[config.mk]
export PLATFORM = sky130hd
export DESIGN_NAME = tbd_out_stage
export DESIGN_NICKNAME = d
export VERILOG_FILES = /design/src/hdl/tbd_pkg.sv /design/src/hdl/tbd_out_stage.sv
export SDC_FILE = /design/constraint.sdc
export NUM_CORES = 1
export LEC_CHECK = 0
export ABC_AREA = 0
export ABC_CLOCK_PERIOD_IN_PS = 20700
export CORE_MARGIN = 1
export CORE_UTILIZATION = 38
export CTS_CLUSTER_DIAMETER = 40
export DETAILED_ROUTE_END_ITERATION = 6
export DONT_BUFFER_PORTS = 1
export GPL_TIMING_DRIVEN = 1
export RECOVER_POWER = 100
export SETUP_SLACK_MARGIN = 0.05
export SLEW_MARGIN = 20
export SYNTH_ARGS = -nofsm -noshare
export SYNTH_HDL_FRONTEND = slang
export SYNTH_SLANG_ARGS = --single-unit
[constraint.sdc]
create_clock -name clk -period 20.7 [get_ports clk]
set_input_delay 1.035 -clock clk [delete_from_list [all_inputs] [get_ports clk]]
set_output_delay 1.035 -clock clk [all_outputs]
set_load 0.05 [all_outputs]
[src/hdl/tbd_pkg.sv]
`timescale 1ns / 1ps

package tbd_pkg;

  localparam int ROUNDS      = 32;
  localparam int HALF_ROUNDS = 2 * ROUNDS;
  localparam int WORD_W      = 32;
  localparam int KEY_COUNT   = 4;
  localparam int CFG_IDX_W   = $clog2(KEY_COUNT);

  localparam logic [WORD_W-1:0] TEA_DELTA = 32'h9E3779B9;

  localparam logic [CFG_IDX_W-1:0] KEY_IDX_0 = CFG_IDX_W'(0);
  localparam logic [CFG_IDX_W-1:0] KEY_IDX_1 = CFG_IDX_W'(1);
  localparam logic [CFG_IDX_W-1:0] KEY_IDX_2 = CFG_IDX_W'(2);
  localparam logic [CFG_IDX_W-1:0] KEY_IDX_3 = CFG_IDX_W'(3);

  localparam logic [WORD_W-1:0] KEY_RESET_0 = 32'h075BCC20;
  localparam logic [WORD_W-1:0] KEY_RESET_1 = 32'h2CFBC8D8;
  localparam logic [WORD_W-1:0] KEY_RESET_2 = 32'h0DF9825C;
  localparam logic [WORD_W-1:0] KEY_RESET_3 = 32'h387BB876;

  typedef struct packed {
    logic [WORD_W-1:0] k0;
    logic [WORD_W-1:0] k1;
    logic [WORD_W-1:0] k2;
    logic [WORD_W-1:0] k3;
  } key_t;

  // p is the word fed into the mix, q the word it updates.
  typedef struct packed {
    logic              valid;
    logic [WORD_W-1:0] p;
    logic [WORD_W-1:0] q;
  } stage_t;

  function automatic logic [WORD_W-1:0] round_sum(input int r);
    logic [63:0] prod;
    prod = 64'(TEA_DELTA) * 64'(ROUNDS - r);
    return prod[WORD_W-1:0];
  endfunction

  function automatic logic [WORD_W-1:0] tea_mix(input logic [WORD_W-1:0] w,
                                                input logic [WORD_W-1:0] sum,
                                                input logic [WORD_W-1:0] kshl,
                                                input logic [WORD_W-1:0] kshr);
    return ((w << 4) + kshl) ^ (w + sum) ^ ((w >> 5) + kshr);
  endfunction

endpackage

[src/hdl/tbd_out_stage.sv]
`timescale 1ns / 1ps

module tbd_out_stage (
  input  logic                   clk,
  input  logic                   rst,
  input  tbd_pkg::stage_t        stage_in,
  output logic                   pipe_en,
  output logic                   out_valid,
  input  logic                   out_stall,
  output logic [tbd_pkg::WORD_W-1:0] word_a,
  output logic [tbd_pkg::WORD_W-1:0] word_b
);
  import tbd_pkg::*;

  logic              skid_valid;
  logic [WORD_W-1:0] skid_a;
  logic [WORD_W-1:0] skid_b;

  assign pipe_en = !skid_valid;

  always_ff @(posedge clk) begin
    if (rst) begin
      out_valid  <= 1'b0;
      skid_valid <= 1'b0;
    end else if (out_valid && out_stall) begin
      if (pipe_en && stage_in.valid) begin
        skid_valid <= 1'b1;
      end
    end else if (skid_valid) begin
      out_valid  <= 1'b1;
      skid_valid <= 1'b0;
    end else begin
      out_valid <= stage_in.valid;
    end

    if (out_valid && out_stall) begin
      if (pipe_en && stage_in.valid) begin
        skid_a <= stage_in.p;
        skid_b <= stage_in.q;
      end
    end else if (skid_valid) begin
      word_a <= skid_a;
      word_b <= skid_b;
    end else begin
      word_a <= stage_in.p;
      word_b <= stage_in.q;
    end
  end

endmodule
==> qor.yml <==
die_y_um: 114
met2_length_um: 3490
p_switching_w: 0.000149
p_int_w: 0.000504
final_layout_size_suffix_gt1_share_pct: 28.2
cp_cell_sequence: "nand2_1 -> nor3b_1 -> clkbuf_1"
start_util_pct: 39.4
fin_tns_setup_ns: 0
path_delay_family: "simple AND/OR/NAND/NOR gates"
rows: 40
top_layer: "met4"
min_path_type: "reg -> reg"
layout_commonest_cell: "edfxtp_1"
drt-wirelength-per-cell_um: 18.6
cap_violations: 4
netlist_area_sq_um: 4770
synth_simple_gate_area_share_pct: 0.420
muxShareOfSynthArea_pct: 16.7
ys_types: 13
peakVddDrop_mv: 0.0553
worst-endpoint-required_ns: 20.69
clk_pin_slew_worst_paths_ns: 0.05
drc: 0
ctsResizeCount: 0
io_buffers: 0
cts_buffer_depth: 2
violations: "max-capacitance violations, max-slew violations"
yosys_warnings: 0
area_delta_synth_final_pct: 14.1
max_freq_mhz: 203
worst_ep_arrival_time_ns: 4.93
finalCriticalPeriod_ns: 4.94
synth_seq_cells: 130
drt_iter0_markers: 128
rsz0062_at_grt: "no"
yosys.area_share.adder_pct: 0
via_count: 1876
ios: 134
antenna_found_initial: 0
drt-pass1-iter-count: 4
synth.net_count: 275
cts_sinks: 130
hold_viol_final: 0
first_global_vias: 2123
crit_path_max_incr_delay_ns: 1.71
insertion_delay_ns: 0.41
postCtsSetupBuffers: 0
diodes: 0
grt_max_degree: 68
h-tree-depth: 4
finalCritPeriodShare_pct: 23.9
swShare_pct: 22.9
synth_area_leader_cell: "edfxtp_1"
power_frac_comb_pct: 1.8
tightestPinTransition_ns: 3.00
p_per_area_nw_per_um2: 120
syn_avg_cell_area_sq_um: 23.0
cts_tree: "yes"
nets: 289
slew_headroom_pct: -100
ys_seq_area_share_pct: 81.4
netlist.area_leader.share_pct: 80.6
synth-compound-area-share_pct: 0.105
cp-start-kind: "flip-flop"
die_area_sq_um: 13000
cts_hold_buf: 0
status: "finished, violations left"
via_per_inst: 4.67
overflow: 0
fin_area_sq_um: 5440
root_buffer: "clkbuf_16"
utilization_pct: 44.9
ant_nets: 0
wl_met3_um: 718
synth_top_cells_by_area: "edfxtp_1 81%, mux2_2 8.7%, mux2_4 6.3%"
grt.total_usage_pct: 12.5
final_max_slew_viol_count: 202
critPathKind: "reg -> reg"
grt_first_pass_wirelength_um: 11600
path_max_fanout: 67
synthXorXnorAreaFrac_pct: 0
wl_met1_um: 3180
synth_top_family_by_area: "multiplexers"
final_cell_mix: "128 x edfxtp_1, 37 x mux2_2, 26 x mux2_1, 17 x clkbuf_16, 6 x clkbuf_1"
die_w_um: 114
critPathSlowestCell: "nand2_1"
critPathBufInv: 1
drt-total-wl_um: 7480
synthCells: 207
pwr-share-clk_pct: 45.0
gp_congestion: 0.659
power_frac_seq_pct: 53.1
setup_viol: 0
placed_area_sq_um: 4950
clock_skew_ns: 0.00729
cts_buffers: 17
dp_hpwl_um: 4490
endpoint_kind: "flip-flop"
leakage_nw: 1.80
power_w: 0.000653
coreArea_sq_um: 12100
flip-flops by register name, summed over array words and instances, names as in the netlist:
signal	count
word_b	32
skid_b	32
skid_valid	1
word_a	32
skid_a	32
out_valid	1
metal layers:
| layer | up-vias | track usage (%) |
|---|---|---|
| met5 | - | 0 |
| met4 | 0 | 5.71 |
| met3 | 7 | 7.70 |
| met2 | 89 | 18.0 |
| met1 | 922 | 14.7 |
| li1 | 858 | - |
path summary, 6_finish.rpt:
| check | end | slack, ns | depth (start not counted) | startpoint |
|---|---|---|---|---|
| setup / recovery | skid_a[9] | 15.76 | 3 | out_valid |
| hold / removal | word_a[30] | 0.53 | 1 | skid_a[30] |
| setup reg to reg | skid_a[9] | 15.76 | 3 | out_valid |
| hold reg to reg | word_a[30] | 0.53 | 1 | skid_a[30] |
power by group through the flow:
stage | logic [W] | registers, W | clock network [W]
2_1_floorplan | 0.0000127 | 0.000349 | 0
3_3_place_gp | 0.0000136 | 0.000352 | 0
3_5_place_dp | 0.0000141 | 0.000352 | 0
4_1_cts | 0.0000141 | 0.000347 | 0.000302
5_1_grt | 0.0000135 | 0.000349 | 0.000315
6_report | 0.0000121 | 0.000347 | 0.000294
through the flow:
stage	hold slack, ns	std cells	worst slack (ns)
2_1_floorplan	0.508	207	12.80
3_5_place_dp	0.532	370	17.92
3_3_place_gp	0.516	370	17.96
5_1_grt	0.544	402	15.14
6_report	0.534	402	15.76
4_1_cts	0.540	402	17.67
cell families after synthesis:
family,count (synthesis)
flops,130
mux,64
buf+inv,8
simple gates,4
compound gates,1
cells in the mapped netlist, drive strengths merged:
cell type / number
edfxtp: 128
mux2: 64
buf: 7
dfxtp: 2
a21oi: 1
inv: 1
nand2: 1
nor2: 1
nor3: 1
nor3b: 1
area by class of cell:
type | instances | area, sq um
clock buffer | 22 | 454
clock inverter | 10 | 134
fill | 1081 | 6670
inverter | 1 | 3.75
multi-input combinational | 69 | 749
sequential | 130 | 3880
tap | 168 | 210
timing repair buffer | 2 | 7.51
No activity file was read; power rests on OpenSTA's default activity.
