## config.mk

```make
export PLATFORM = sky130hd
export DESIGN_NAME = tbd_half_cell
export DESIGN_NICKNAME = d
export VERILOG_FILES = /design/src/hdl/tbd_pkg.sv /design/src/hdl/tbd_half_cell.sv
export SDC_FILE = /design/constraint.sdc
export NUM_CORES = 1
export LEC_CHECK = 0
export BUFFER_PORTS_ARGS = -buffer_cell sky130_fd_sc_hd__buf_2
export CORE_MARGIN = 3
export CORE_UTILIZATION = 30
export DETAILED_ROUTE_END_ITERATION = 7
export GPL_TIMING_DRIVEN = 0
export PLACE_DENSITY_LB_ADDON = 0.08
export SLEW_MARGIN = 30
export SYNTH_ARGS = -nofsm -noshare
export SYNTH_HDL_FRONTEND = slang
export SYNTH_SLANG_ARGS = --single-unit
```

## constraint.sdc

```tcl
create_clock -name clk -period 5.7 [get_ports clk]
set_clock_uncertainty 0.15 [all_clocks]
set_input_delay 1.14 -clock clk [delete_from_list [all_inputs] [get_ports clk]]
set_output_delay 1.14 -clock clk [all_outputs]
set_load 0.05 [all_outputs]
```

## src/hdl/tbd_pkg.sv

```systemverilog
`timescale 1ns / 1ps

package tbd_pkg;

  localparam int ROUNDS      = 32;
  localparam int HALF_ROUNDS = 2 * ROUNDS;
  localparam int WORD_W      = 32;
  localparam int KEY_COUNT   = 4;
  localparam int CFG_IDX_W   = $clog2(KEY_COUNT);

  localparam logic [WORD_W-1:0] TEA_DELTA = 32'h9E3779B9;

  localparam logic [CFG_IDX_W-1:0] KEY_IDX_0 = CFG_IDX_W'(0);
  localparam logic [CFG_IDX_W-1:0] KEY_IDX_1 = CFG_IDX_W'(1);
  localparam logic [CFG_IDX_W-1:0] KEY_IDX_2 = CFG_IDX_W'(2);
  localparam logic [CFG_IDX_W-1:0] KEY_IDX_3 = CFG_IDX_W'(3);

  localparam logic [WORD_W-1:0] KEY_RESET_0 = 32'h075BCC20;
  localparam logic [WORD_W-1:0] KEY_RESET_1 = 32'h2CFBC8D8;
  localparam logic [WORD_W-1:0] KEY_RESET_2 = 32'h0DF9825C;
  localparam logic [WORD_W-1:0] KEY_RESET_3 = 32'h387BB876;

  typedef struct packed {
    logic [WORD_W-1:0] k0;
    logic [WORD_W-1:0] k1;
    logic [WORD_W-1:0] k2;
    logic [WORD_W-1:0] k3;
  } key_t;

  // p is the word fed into the mix, q the word it updates.
  typedef struct packed {
    logic              valid;
    logic [WORD_W-1:0] p;
    logic [WORD_W-1:0] q;
  } stage_t;

  function automatic logic [WORD_W-1:0] round_sum(input int r);
    logic [63:0] prod;
    prod = 64'(TEA_DELTA) * 64'(ROUNDS - r);
    return prod[WORD_W-1:0];
  endfunction

  function automatic logic [WORD_W-1:0] tea_mix(input logic [WORD_W-1:0] w,
                                                input logic [WORD_W-1:0] sum,
                                                input logic [WORD_W-1:0] kshl,
                                                input logic [WORD_W-1:0] kshr);
    return ((w << 4) + kshl) ^ (w + sum) ^ ((w >> 5) + kshr);
  endfunction

endpackage

```

## src/hdl/tbd_half_cell.sv

```systemverilog
`timescale 1ns / 1ps

module tbd_half_cell (
  input  logic                   clk,
  input  logic                   rst,
  input  logic                   en,
  input  tbd_pkg::stage_t        stage_in,
  input  logic [tbd_pkg::WORD_W-1:0] sum,
  input  logic [tbd_pkg::WORD_W-1:0] kshl,
  input  logic [tbd_pkg::WORD_W-1:0] kshr,
  output tbd_pkg::stage_t        stage_out
);
  import tbd_pkg::*;

  // The updated word becomes the mixed word of the next cell.
  always_ff @(posedge clk) begin
    if (rst) begin
      stage_out.valid <= 1'b0;
    end else if (en) begin
      stage_out.valid <= stage_in.valid;
    end
    if (en) begin
      stage_out.p <= stage_in.q - tea_mix(stage_in.p, sum, kshl, kshr);
      stage_out.q <= stage_in.p;
    end
  end

endmodule

```

==> impl_results.md, run 1 <==
- CTS max path bufs: 2
- Max cap viols: 0
- Final setup violation count: 1
- Crit path DAT: 5660 ps
- Post-Place Cell Area: 0.00976 mm^2
- Pwr dens: 419 mW/mm^2
- Initial antenna violation count: 2
- I/O pin count: 229
- Startpoint type of the worst setup path: primary input
- Worst EP required: 5630 ps
- DRT Pass-1 Iters: 5
- Fmax: 175 MHz
- Total grt overflow: 0
- # fillers: 2731
- Worst hold stages: 2
- Hold_sp: stage_out[64]
- Post-route DRC violation count: 0
- Biggest register: stage_out
- Hold Crit Class: register to register
- Util after Layout: 0.406
- Final min period: 5730 ps
- Top FF cell, synth: edfxtp_1
- Post-synth ARST share: 0
- Setup CP Type: primary input to register
- Height of the die: 171 um
- Endpoints failing hold: 0
- First-pass GRT wire length: 40900 um
- All-Layer GR Usage: 0.183
- Nets: 1436
- R2r endpoint: stage_out[64]
- Crit-path max FO: 5
- CTS H-tree lvls: 3
- TritonCTS Sinks: 65
- Num CTS Buffers: 9
- Area added between synthesis and finish: 31.2%
- Worst-Skew Late Latency: 340 ps
- Buf/Inv on CP: 1
- Initial DRC Count: 335
- Worst setup EP type: register
- Post-synth top area share: 0.235
- Sequential-to-total area share from yosys stat: 0.238
- Worst Hold Path EP: stage_out[64]
- CTS tree: yes
- Vias in the first global route: 7176
- Number of synthesized flops with an enable pin: 64
- Clock-pin slew on the worst setup and hold paths: 60 ps
- Yosys reg bits: 65
- FF-to-FF path depth: 2
- Synth Cell Area: 0.00817 mm^2
- Die extent in x: 171 um
- FP Rows: 59
- Root buf cell: clkbuf_16
- Syn avg cell area: 9.16 um^2
- Die area: 0.0292 mm^2
- Leak: 0.00472 uW
- CTS Hold Buffers Added: 0
- Syn nets: 1176
- Vias/cell: 5.01
- Via count: 7495
- Unrepaired setup endpoints after global routing: yes
- Synth area leaders: edfxtp_1 24%, ha_1 18%, xnor2_1 15%
- Status: complete, but fails checks
- DR WL/cell: 18.3 um
- Reg2reg setup slack: 4970 ps
- Setup WS pre-CTS: -1020 ps
- Max FFs per register: 65
- Initial Utilization: 0.309
- Failing checks: negative setup slack
- Reg2reg start: stage_out[64]
- Slew HR: 0.662
- Post-Syn Instances: 892
- Top Registers: stage_out (65)
- Final wirelength: 27300 um
- Final antenna-violating net count: 0
- Finished Cell Area: 0.0107 mm^2
- # port buffers: 228
- GPL Wtd Cong: 0.905
- HPWL after DPL: 22900 um
- CP peak stage delay: 370 ps
- Slowest-stage cell, CP: o311a_1
- Layout cells sized above 1: 0.307
- Unique masters post-synth: 65
- Number of warnings issued by yosys: 0
- Fin. max-slew vios: 0
- Core Region: 0.0264 mm^2
- Peak VDD IR: 0.169 mV
- Final Cycle Share: 1.01
- Final worst-path setup slack: -29.4 ps
- Cell taking the most area after synthesis: edfxtp_1
- Least-Margin Pin Slew: 507 ps
- Pin count of the biggest net entering global routing: 47
- CP Launch Point: stage_in[40]
- Cells along the critical path: buf_2, ha_4, a21oi_4, nor2b_1, o311a_1, a211o_1, a21o_1, a21o_1, a31oi_4, xnor2_1, xnor2_2, ha_4, and3_4, nand2b_4, a2111oi_4, o31ai_2, and3_4, o31ai_4, o21ai_2, xnor3_1, xor2_1, xor2_1
- Delay-heaviest family, CP: compound AO/OA/AOI/OAI gates
[power breakdown]
group,total [uW],internal (uW),switching [uW]
registers,794,764,29.6
clock network,624,385,238
logic,3070,1230,1850
total,4490,2380,2120
[what timing repair did]
action                     CTS  global route
setup endpoints to repair    5            10
resized for setup           54            46
buffers inserted             8            12
pin swaps                   18            33
[worst register-to-register path, cell delays in order (launching register included)]
cell and delay, ps:
dfxtp_1 300, mux2i_1 120, nor2_1 50
[kinds of logic (layout without fill, tap and decap cells)]
group | after synthesis | after routing | share of synthesized area
AOI/OAI and AO/OA | 296 | 296 | 0.236
xor gates and xnor gates | 174 | 174 | 0.197
adders and majority gates | 120 | 120 | 0.187
buffers and inverters | 43 | 308 | 0.0198
DFF | 65 | 65 | 0.238
muxes | 2 | 2 | 0.00260
other | 0 | 3 | 0
and+or+nand+nor | 192 | 192 | 0.120
[worst max path at each step]
stage	slack, ps	end	cells after the start
final	-30	stage_out[63]	22
after global routing	-210	stage_out[63]	22
after CTS	-7	stage_out[63]	25
after detailed placement	-1020	stage_out[63]	25
after global placement	-1060	stage_out[63]	25
after floorplan	20	stage_out[63]	22
[cell type report]
| type | count | area, um^2 | area share |
|---|---|---|---|
| multi-input combinational | 784 | 6530 | 0.609 |
| buffer | 8 | 30.0 | 0.00280 |
| antenna | 3 | 7.51 | 0.000700 |
| sequential | 65 | 1940 | 0.181 |
| tap | 335 | 419 | 0.0391 |
| clock buffer | 10 | 229 | 0.0214 |
| timing repair buffer | 249 | 1340 | 0.125 |
| inverter | 35 | 131 | 0.0123 |
| clock inverter | 6 | 91.3 | 0.00852 |
[synthesized netlist by cell type (2+ instances only)]
library cell / number
xnor2_1: 138
or2_2: 4
fa_1: 4
o21bai_1: 16
a21oi_1: 105
inv_1: 35
a31oi_1: 6
nand2b_1: 11
nand3_1: 23
nor3_1: 8
edfxtp_1: 64
and3_1: 10
nor2b_1: 18
o31a_1: 2
o221ai_1: 2
nand3b_1: 2
nand4_1: 9
a21oi_2: 2
o31ai_1: 5
a21boi_0: 3
o311ai_1: 3
nor2_1: 40
o21a_1: 9
o211ai_1: 7
and2_1: 4
ha_1: 116
a311oi_1: 2
and3_4: 2
o21ai_0: 41
a211o_1: 5
xor2_1: 30
clkbuf_1: 8
xnor3_1: 6
a21o_1: 52
a211oi_1: 5
a31o_2: 3
and4_1: 4
o21ai_1: 9
or3_1: 2
nand2_1: 49
o22ai_1: 2
nor3b_1: 2
o41ai_2: 2
[placed cells by master (no fill, tap or decap), types with 10 or more instances in the layout]
master / instances
nor2b_1: 17
edfxtp_1: 64
ha_1: 100
a21oi_2: 10
nand3_1: 23
buf_4: 23
o21ai_1: 10
xor2_1: 29
a21o_1: 52
inv_1: 32
xnor2_1: 134
nand2_1: 49
nand2b_1: 11
buf_2: 223
nor2_1: 39
o21ai_0: 32
o21bai_1: 15
a21oi_1: 93
[through the flow]
stage          total power, uW  cells  TNS [ps]  hold slack, ps
6_report                  4490   1495     -29.4             343
5_1_grt                   4830   1494      -233             399
4_1_cts                   4400   1480     -6.53             354
3_5_place_dp              3660   1456     -5190             341
3_3_place_gp              3660   1455     -5350             323
2_1_floorplan             3000    892         0             583
[routing by layer]
layer,global-route usage,share of wire,up-vias,wire length [um]
met5,0,0,-,0
met4,0.0420,0.013,0,343
met1,0.278,0.52,3465,14300
li1,-,-,3823,-
met3,0.0282,0.040,20,1090
met2,0.270,0.43,187,11700
Note: power is estimated with default switching activity, not from simulation.
==> run 2, diff against run 1 <==
- PLACE_DENSITY_LB_ADDON: 0.08 -> 0.12
- clock period: 5.7 -> 6.87 ns (I/O delays scaled with it)
==> impl_results.md, run 2 (synthesized netlist as in run 1, its figures left out) <==
- All-Layer GR Usage: 0.178 (was 0.183)
- Pin count of the biggest net entering global routing: 39 (was 47)
- Setup WS pre-CTS: -257 ps (was -1020 ps)
- Peak VDD IR: 0.122 mV (was 0.169 mV)
- Setup CP Type: primary input to register (unchanged)
- Root buf cell: clkbuf_16 (unchanged)
- Hold Crit Class: register to register (unchanged)
- Startpoint type of the worst setup path: primary input (unchanged)
- Height of the die: 171 um (unchanged)
- Endpoints failing hold: 0 (unchanged)
- Nets: 1417 (was 1436)
- Via count: 7338 (was 7495)
- Max cap viols: 0 (unchanged)
- Final worst-path setup slack: 312 ps (was -29.4 ps)
- Met3 wirelength from detailed routing: 1120 um (was 1090 um)
- Status: complete, no violations (was complete, but fails checks)
- Met2 routed WL: 11800 um (was 11700 um)
- First-pass GRT wire length: 39800 um (was 40900 um)
- Post-route DRC violation count: 0 (unchanged)
- Leak: 0.00456 uW (was 0.00472 uW)
- Crit-path max FO: 5 (unchanged)
- TritonCTS Sinks: 65 (unchanged)
- Biggest register: stage_out (unchanged)
- Vias/cell: 4.98 (was 5.01)
- CTS tree: yes (unchanged)
- I/O pin count: 229 (unchanged)
- Initial antenna violation count: 0 (was 2)
- Util after Layout: 0.380 (was 0.406)
- Max FFs per register: 65 (unchanged)
- Final Cycle Share: 0.955
- FF-to-FF path depth: 2 (unchanged)
- Area added between synthesis and finish: 23.1% (was 31.2%)
- Reg2reg setup slack: 6140 ps (was 4970 ps)
- DRT Pass-1 Iters: 5 (unchanged)
- Setup crit end: stage_out[63] (unchanged)
- GPL Wtd Cong: 0.873 (was 0.905)
- Most common cell after layout, fill and taps aside: buf_2 (unchanged)
- Top Registers: stage_out (65) (unchanged)
- Reg2reg start: stage_out[64] (unchanged)
- CTS max path bufs: 2 (unchanged)
- Met1 wire length: 13500 um (was 14300 um)
- Unrepaired setup endpoints after global routing: no (was yes)
- Initial Utilization: 0.309 (unchanged)
- Slew HR: 0.522 (was 0.662)
- Worst EP required: 6790 ps (was 5630 ps)
- Initial DRC Count: 399 (was 335)
- Final wirelength: 26700 um (was 27300 um)
- Final min period: 6560 ps
- Fmax: 152 MHz
- Layout cells sized above 1: 0.236 (was 0.307)
- Dpl cells: 1456 (unchanged)
- # port buffers: 228 (unchanged)
- Final antenna-violating net count: 0 (unchanged)
- FP Rows: 59 (unchanged)
- CTS Hold Buffers Added: 0 (unchanged)
- Least-Margin Pin Slew: 711 ps (was 507 ps)
- Top routing layer used: met4 (unchanged)
- Die extent in x: 171 um (unchanged)
- CTS H-tree lvls: 3 (unchanged)
- Final setup violation count: 0 (was 1)
- DR WL/cell: 18.1 um (was 18.3 um)
- Die area: 0.0292 mm^2 (unchanged)
- Pwr dens: 346 mW/mm^2 (was 419 mW/mm^2)
- HPWL after DPL: 22700 um (was 22900 um)
- Fin. max-slew vios: 0 (unchanged)
- Crit path DAT: 6480 ps (was 5660 ps)
- Clock-pin slew on the worst setup and hold paths: 60 ps (about the same)
- Num CTS Buffers: 9 (unchanged)
- Total grt overflow: 0 (unchanged)
- Diodes inserted: 0 (was 3)
- Worst-Skew Late Latency: 330 ps (was 340 ps)
- R2r endpoint: stage_out[64] (unchanged)
- Worst Hold Slack: 345 ps (was 343 ps)
- CP Launch Point: stage_in[32] (was stage_in[40])
- # fillers: 2763 (was 2731)
- Non-Filler Instances: 1473 (was 1495)
- Vias in the first global route: 6985 (was 7176)
- Core Region: 0.0264 mm^2 (unchanged)
- Worst setup EP type: register (unchanged)
- Most frequent cells in the layout: 227 x buf_2, 138 x xnor2_1, 116 x ha_1, 104 x a21oi_1, 64 x edfxtp_1 (was 223 x buf_2, 134 x xnor2_1, 100 x ha_1, 93 x a21oi_1, 64 x edfxtp_1)
==> run 2: cell types whose count changed in the layout (fill, tap and decap cells not counted), moves of 5 or more <==
cell	previous run	this run
ha_2	9	0
a21oi_2	10	3
buf_4	23	2
ha_1	100	116
o21ai_0	32	41
a31oi_1	1	6
o21ai_2	6	0
a21oi_1	93	104
ha_4	7	0
==> run 2: critical path, cell delays in order <==
cell	delay, ps
buf_2	110
ha_1	170
inv_1	60
fa_1	400
nor2b_1	120
o21ai_0	110
a21boi_0	340
o31ai_2	100
buf_4	160
a21oi_2	250
o21ai_1	110
nand2b_1	80
a21oi_1	70
xnor3_1	390
xor2_1	220
ha_1	410
and3_2	280
nand2b_4	80
a2111oi_4	270
o31ai_1	150
and3_4	210
o31ai_1	190
o21ai_1	100
xnor3_1	380
xor2_1	180
xor2_1	150
==> run 2: worst min-delay path by stage <==
stage	start	endpoint	slack, ps	cells past startpoint
final	stage_out[64]	stage_out[64]	350	2
after global routing	stage_out[64]	stage_out[64]	400	2
after CTS	stage_out[64]	stage_out[64]	350	2
after detailed placement	stage_out[64]	stage_out[64]	330	2
after global placement	stage_out[64]	stage_out[64]	320	2
after floorplan	stage_out[64]	stage_out[64]	580	2
==> run 2: report_power, final <==
part / internal (uW) / switching (uW)
Combinational: 905 / 1460
Sequential: 634 / 24.4
Clock: 279 / 181
Total: 1820 / 1660
==> run 2: repair_timing <==
item | CTS | global route
gates resized for setup | 0 | 4
endpoints found under the setup margin | 0 | 1
buffers inserted | 0 | 1
==> run 2: metal layers <==
layer  vias to the layer above  track usage
li1                       3787            -
met1                      3367        0.260
met2                       170        0.283
met3                        14       0.0252
met4                         0       0.0315
met5                         -            0
==> run 2: final cells by class <==
cell class | instances | area [um^2] | share of cell area
Clock buffer | 12 | 236 | 0.0235
Buffer | 8 | 30.0 | 0.00299
Clock inverter | 4 | 43.8 | 0.00436
Multi-Input combinational cell | 784 | 6080 | 0.605
Sequential cell | 65 | 1940 | 0.193
Timing Repair Buffer | 230 | 1170 | 0.116
Tap cell | 335 | 419 | 0.0417
Inverter | 35 | 131 | 0.0131
==> run 2: through the flow <==
| stage | total power, uW | area [um^2] | setup TNS, ps |
|---|---|---|---|
| after floorplan | 2490 | 8170 | 0 |
| after global placement | 3020 | 9730 | -345 |
| after detailed placement | 3030 | 9750 | -257 |
| after CTS | 3510 | 10000 | 0 |
| after global routing | 3760 | 10100 | 0 |
| final | 3480 | 10100 | 0 |
==> run 3, diff against run 2 <==
- GPL_TIMING_DRIVEN: 0 -> unset
==> impl_results.md, run 3 (synthesized netlist as in run 1, its figures left out) <==
- Status: complete, no violations (unchanged)
- Top Registers: stage_out (65) (unchanged)
- Startpoint type of the worst setup path: primary input (unchanged)
- CTS tree: yes (unchanged)
- Diodes inserted: 0 (unchanged)
- Core Region: 0.0264 mm^2 (unchanged)
- Max FFs per register: 65 (unchanged)
- FF-to-FF path depth: 2 (unchanged)
- First-pass GRT wire length: 40600 um (was 39800 um)
- Die area: 0.0292 mm^2 (unchanged)
- Comb pwr share: 0.681 (was 0.679)
- Final wirelength: 26800 um (was 26700 um)
- Net Sw Frac: 0.476 (was 0.478)
- Critical path's most frequent cell: xnor2_1 (was xor2_1)
- Fin. max-slew vios: 0 (unchanged)
- Via count: 7513 (was 7338)
- CTS H-tree lvls: 3 (unchanged)
- Post-CTS sizing: 0 (unchanged)
- Clock network power share: 0.133 (was 0.132)
- Worst hold stages: 2 (unchanged)
- Root buf cell: clkbuf_16 (unchanged)
- Most frequent cells in the layout: 228 x buf_2, 138 x xnor2_1, 116 x ha_1, 105 x a21oi_1, 64 x edfxtp_1 (was 227 x buf_2, 138 x xnor2_1, 116 x ha_1, 104 x a21oi_1, 64 x edfxtp_1)
- DRT Pass-1 Iters: 4 (was 5)
- Pwr dens: 350 mW/mm^2 (was 346 mW/mm^2)
- Leak: 0.00463 uW (was 0.00456 uW)
- All-Layer GR Usage: 0.181 (was 0.178)
- Crit-path max FO: 4 (was 5)
- Initial Utilization: 0.309 (unchanged)
- # fillers: 2831 (was 2763)
- Height of the die: 171 um (unchanged)
- Final Cycle Share: 0.934 (was 0.955)
- HPWL after DPL: 22900 um (was 22700 um)
- Area added between synthesis and finish: 24.2% (was 23.1%)
- Endpoints failing hold: 0 (unchanged)
- Non-Filler Instances: 1482 (was 1473)
- CTS max path bufs: 2 (unchanged)
- CTS Hold Buffers Added: 0 (unchanged)
- Num CTS Buffers: 9 (unchanged)
- Clock-pin slew on the worst setup and hold paths: 60 ps (about the same)
- Slew HR: 0.638 (was 0.522)
- Setup bufs post-CTS: 0 (unchanged)
- GPL Wtd Cong: 0.918 (was 0.873)
- Fmax: 156 MHz (was 152 MHz)
- Unrepaired setup endpoints after global routing: no (unchanged)
- Worst EP required: 6800 ps (was 6790 ps)
- Hold Crit Class: register to register (unchanged)
- Vias in the first global route: 7274 (was 6985)
- Biggest register: stage_out (unchanged)
- Max cap viols: 0 (unchanged)
- Internal power: 1860 uW (was 1820 uW)
- Total grt overflow: 0 (unchanged)
- Initial antenna violation count: 0 (unchanged)
- Worst-Skew Late Latency: 330 ps (about the same)
- Multi-input logic area: 0.00607 mm^2 (was 0.00608 mm^2)
- Vias/cell: 5.07 (was 4.98)
- FP Rows: 59 (unchanged)
- Crit path DAT: 6340 ps (was 6480 ps)
- Final setup violation count: 0 (unchanged)
- Worst setup EP type: register (unchanged)
- I/O pin count: 229 (unchanged)
- Dpl cells: 1465 (was 1456)
- TritonCTS Sinks: 65 (unchanged)
- Final antenna-violating net count: 0 (unchanged)
- # port buffers: 228 (unchanged)
- Register area: 0.00194 mm^2 (unchanged)
- Setup CP Type: primary input to register (unchanged)
- Switching power: 1690 uW (was 1660 uW)
- Post-route DRC violation count: 0 (unchanged)
- DR WL/cell: 18.1 um (about the same)
- Pin count of the biggest net entering global routing: 66 (was 39)
- Layout cells sized above 1: 0.248 (was 0.236)
- Most common cell after layout, fill and taps aside: buf_2 (unchanged)
- Sequential share of power: 0.186 (was 0.189)
- Nets: 1426 (was 1417)
- Setup TNS Final: 0 ps (unchanged)
- Initial DRC Count: 368 (was 399)
- Least-Margin Pin Slew: 538 ps (was 711 ps)
- Die extent in x: 171 um (unchanged)
- Peak VDD IR: 0.139 mV (was 0.122 mV)
- Final min period: 6410 ps (was 6560 ps)
- Slowest-stage cell, CP: xnor3_1 (was ha_1)
- CP peak stage delay: 390 ps (was 410 ps)
-- run 3: changes by cell type in the layout (fill, tap and decap cells not counted), sizes merged --
cell / previous run / this run
buf: 230 / 247
clkbuf: 20 / 9
clkinv: 3 / 2
clkinvlp: 0 / 3
inv: 35 / 36
-- run 3: path summary, 6_finish.rpt --
check,startpoint,end,slack [ps]
setup / recovery,stage_in[37],stage_out[63],460
setup reg to reg,stage_out[64],stage_out[64],6130
hold reg to reg,stage_out[64],stage_out[64],360
hold / removal,stage_out[64],stage_out[64],360
-- run 3: metrics by stage --
stage | hold slack, ps | total power, uW | cell area (um^2) | util | worst slack, ps
after floorplan | 583 | 2490 | 8170 | - | 883
after global placement | 321 | 3090 | 9830 | 0.372 | 183
after detailed placement | 345 | 3090 | 9830 | 0.372 | 150
after CTS | 359 | 3590 | 10100 | 0.383 | 465
after global routing | 412 | 3840 | 10100 | 0.384 | 98.6
final | 356 | 3550 | 10100 | 0.384 | 456
-- run 3: power by group through the flow --
stage / Sequential (uW) / Combinational (uW) / Clock, uW
global placement: 668 / 2420 / 0
CTS: 662 / 2430 / 496
detailed placement: 670 / 2420 / 0
floorplan: 1080 / 1410 / 0
global route: 670 / 2660 / 509
finish: 659 / 2420 / 474
-- run 3: per-layer routing --
metal	up-vias	GRT usage	share of wire
li1	3820	-	-
met4	0	0.0434	0.016
met3	22	0.0252	0.044
met1	3466	0.265	0.50
met2	205	0.283	0.44
met5	-	0	0
-- run 3: layout make-up --
type / instances / share of cell area
inverters: 35 / 0.0129
well taps: 335 / 0.0413
clock inverters: 7 / 0.00690
flip-flops and latches: 65 / 0.191
clock buffers: 9 / 0.0222
multi-input cells: 784 / 0.598
repair buffers: 247 / 0.128
-- run 3: critical path: cells and delay by family --
family | cells | cell delay, ps
AO/OA/AOI/OAI | 8 | 1710
AND/OR/NAND/NOR | 6 | 1180
XOR/XNOR | 6 | 1130
adder cells (fa/ha/maj) | 3 | 740
buffers and inverters | 2 | 210
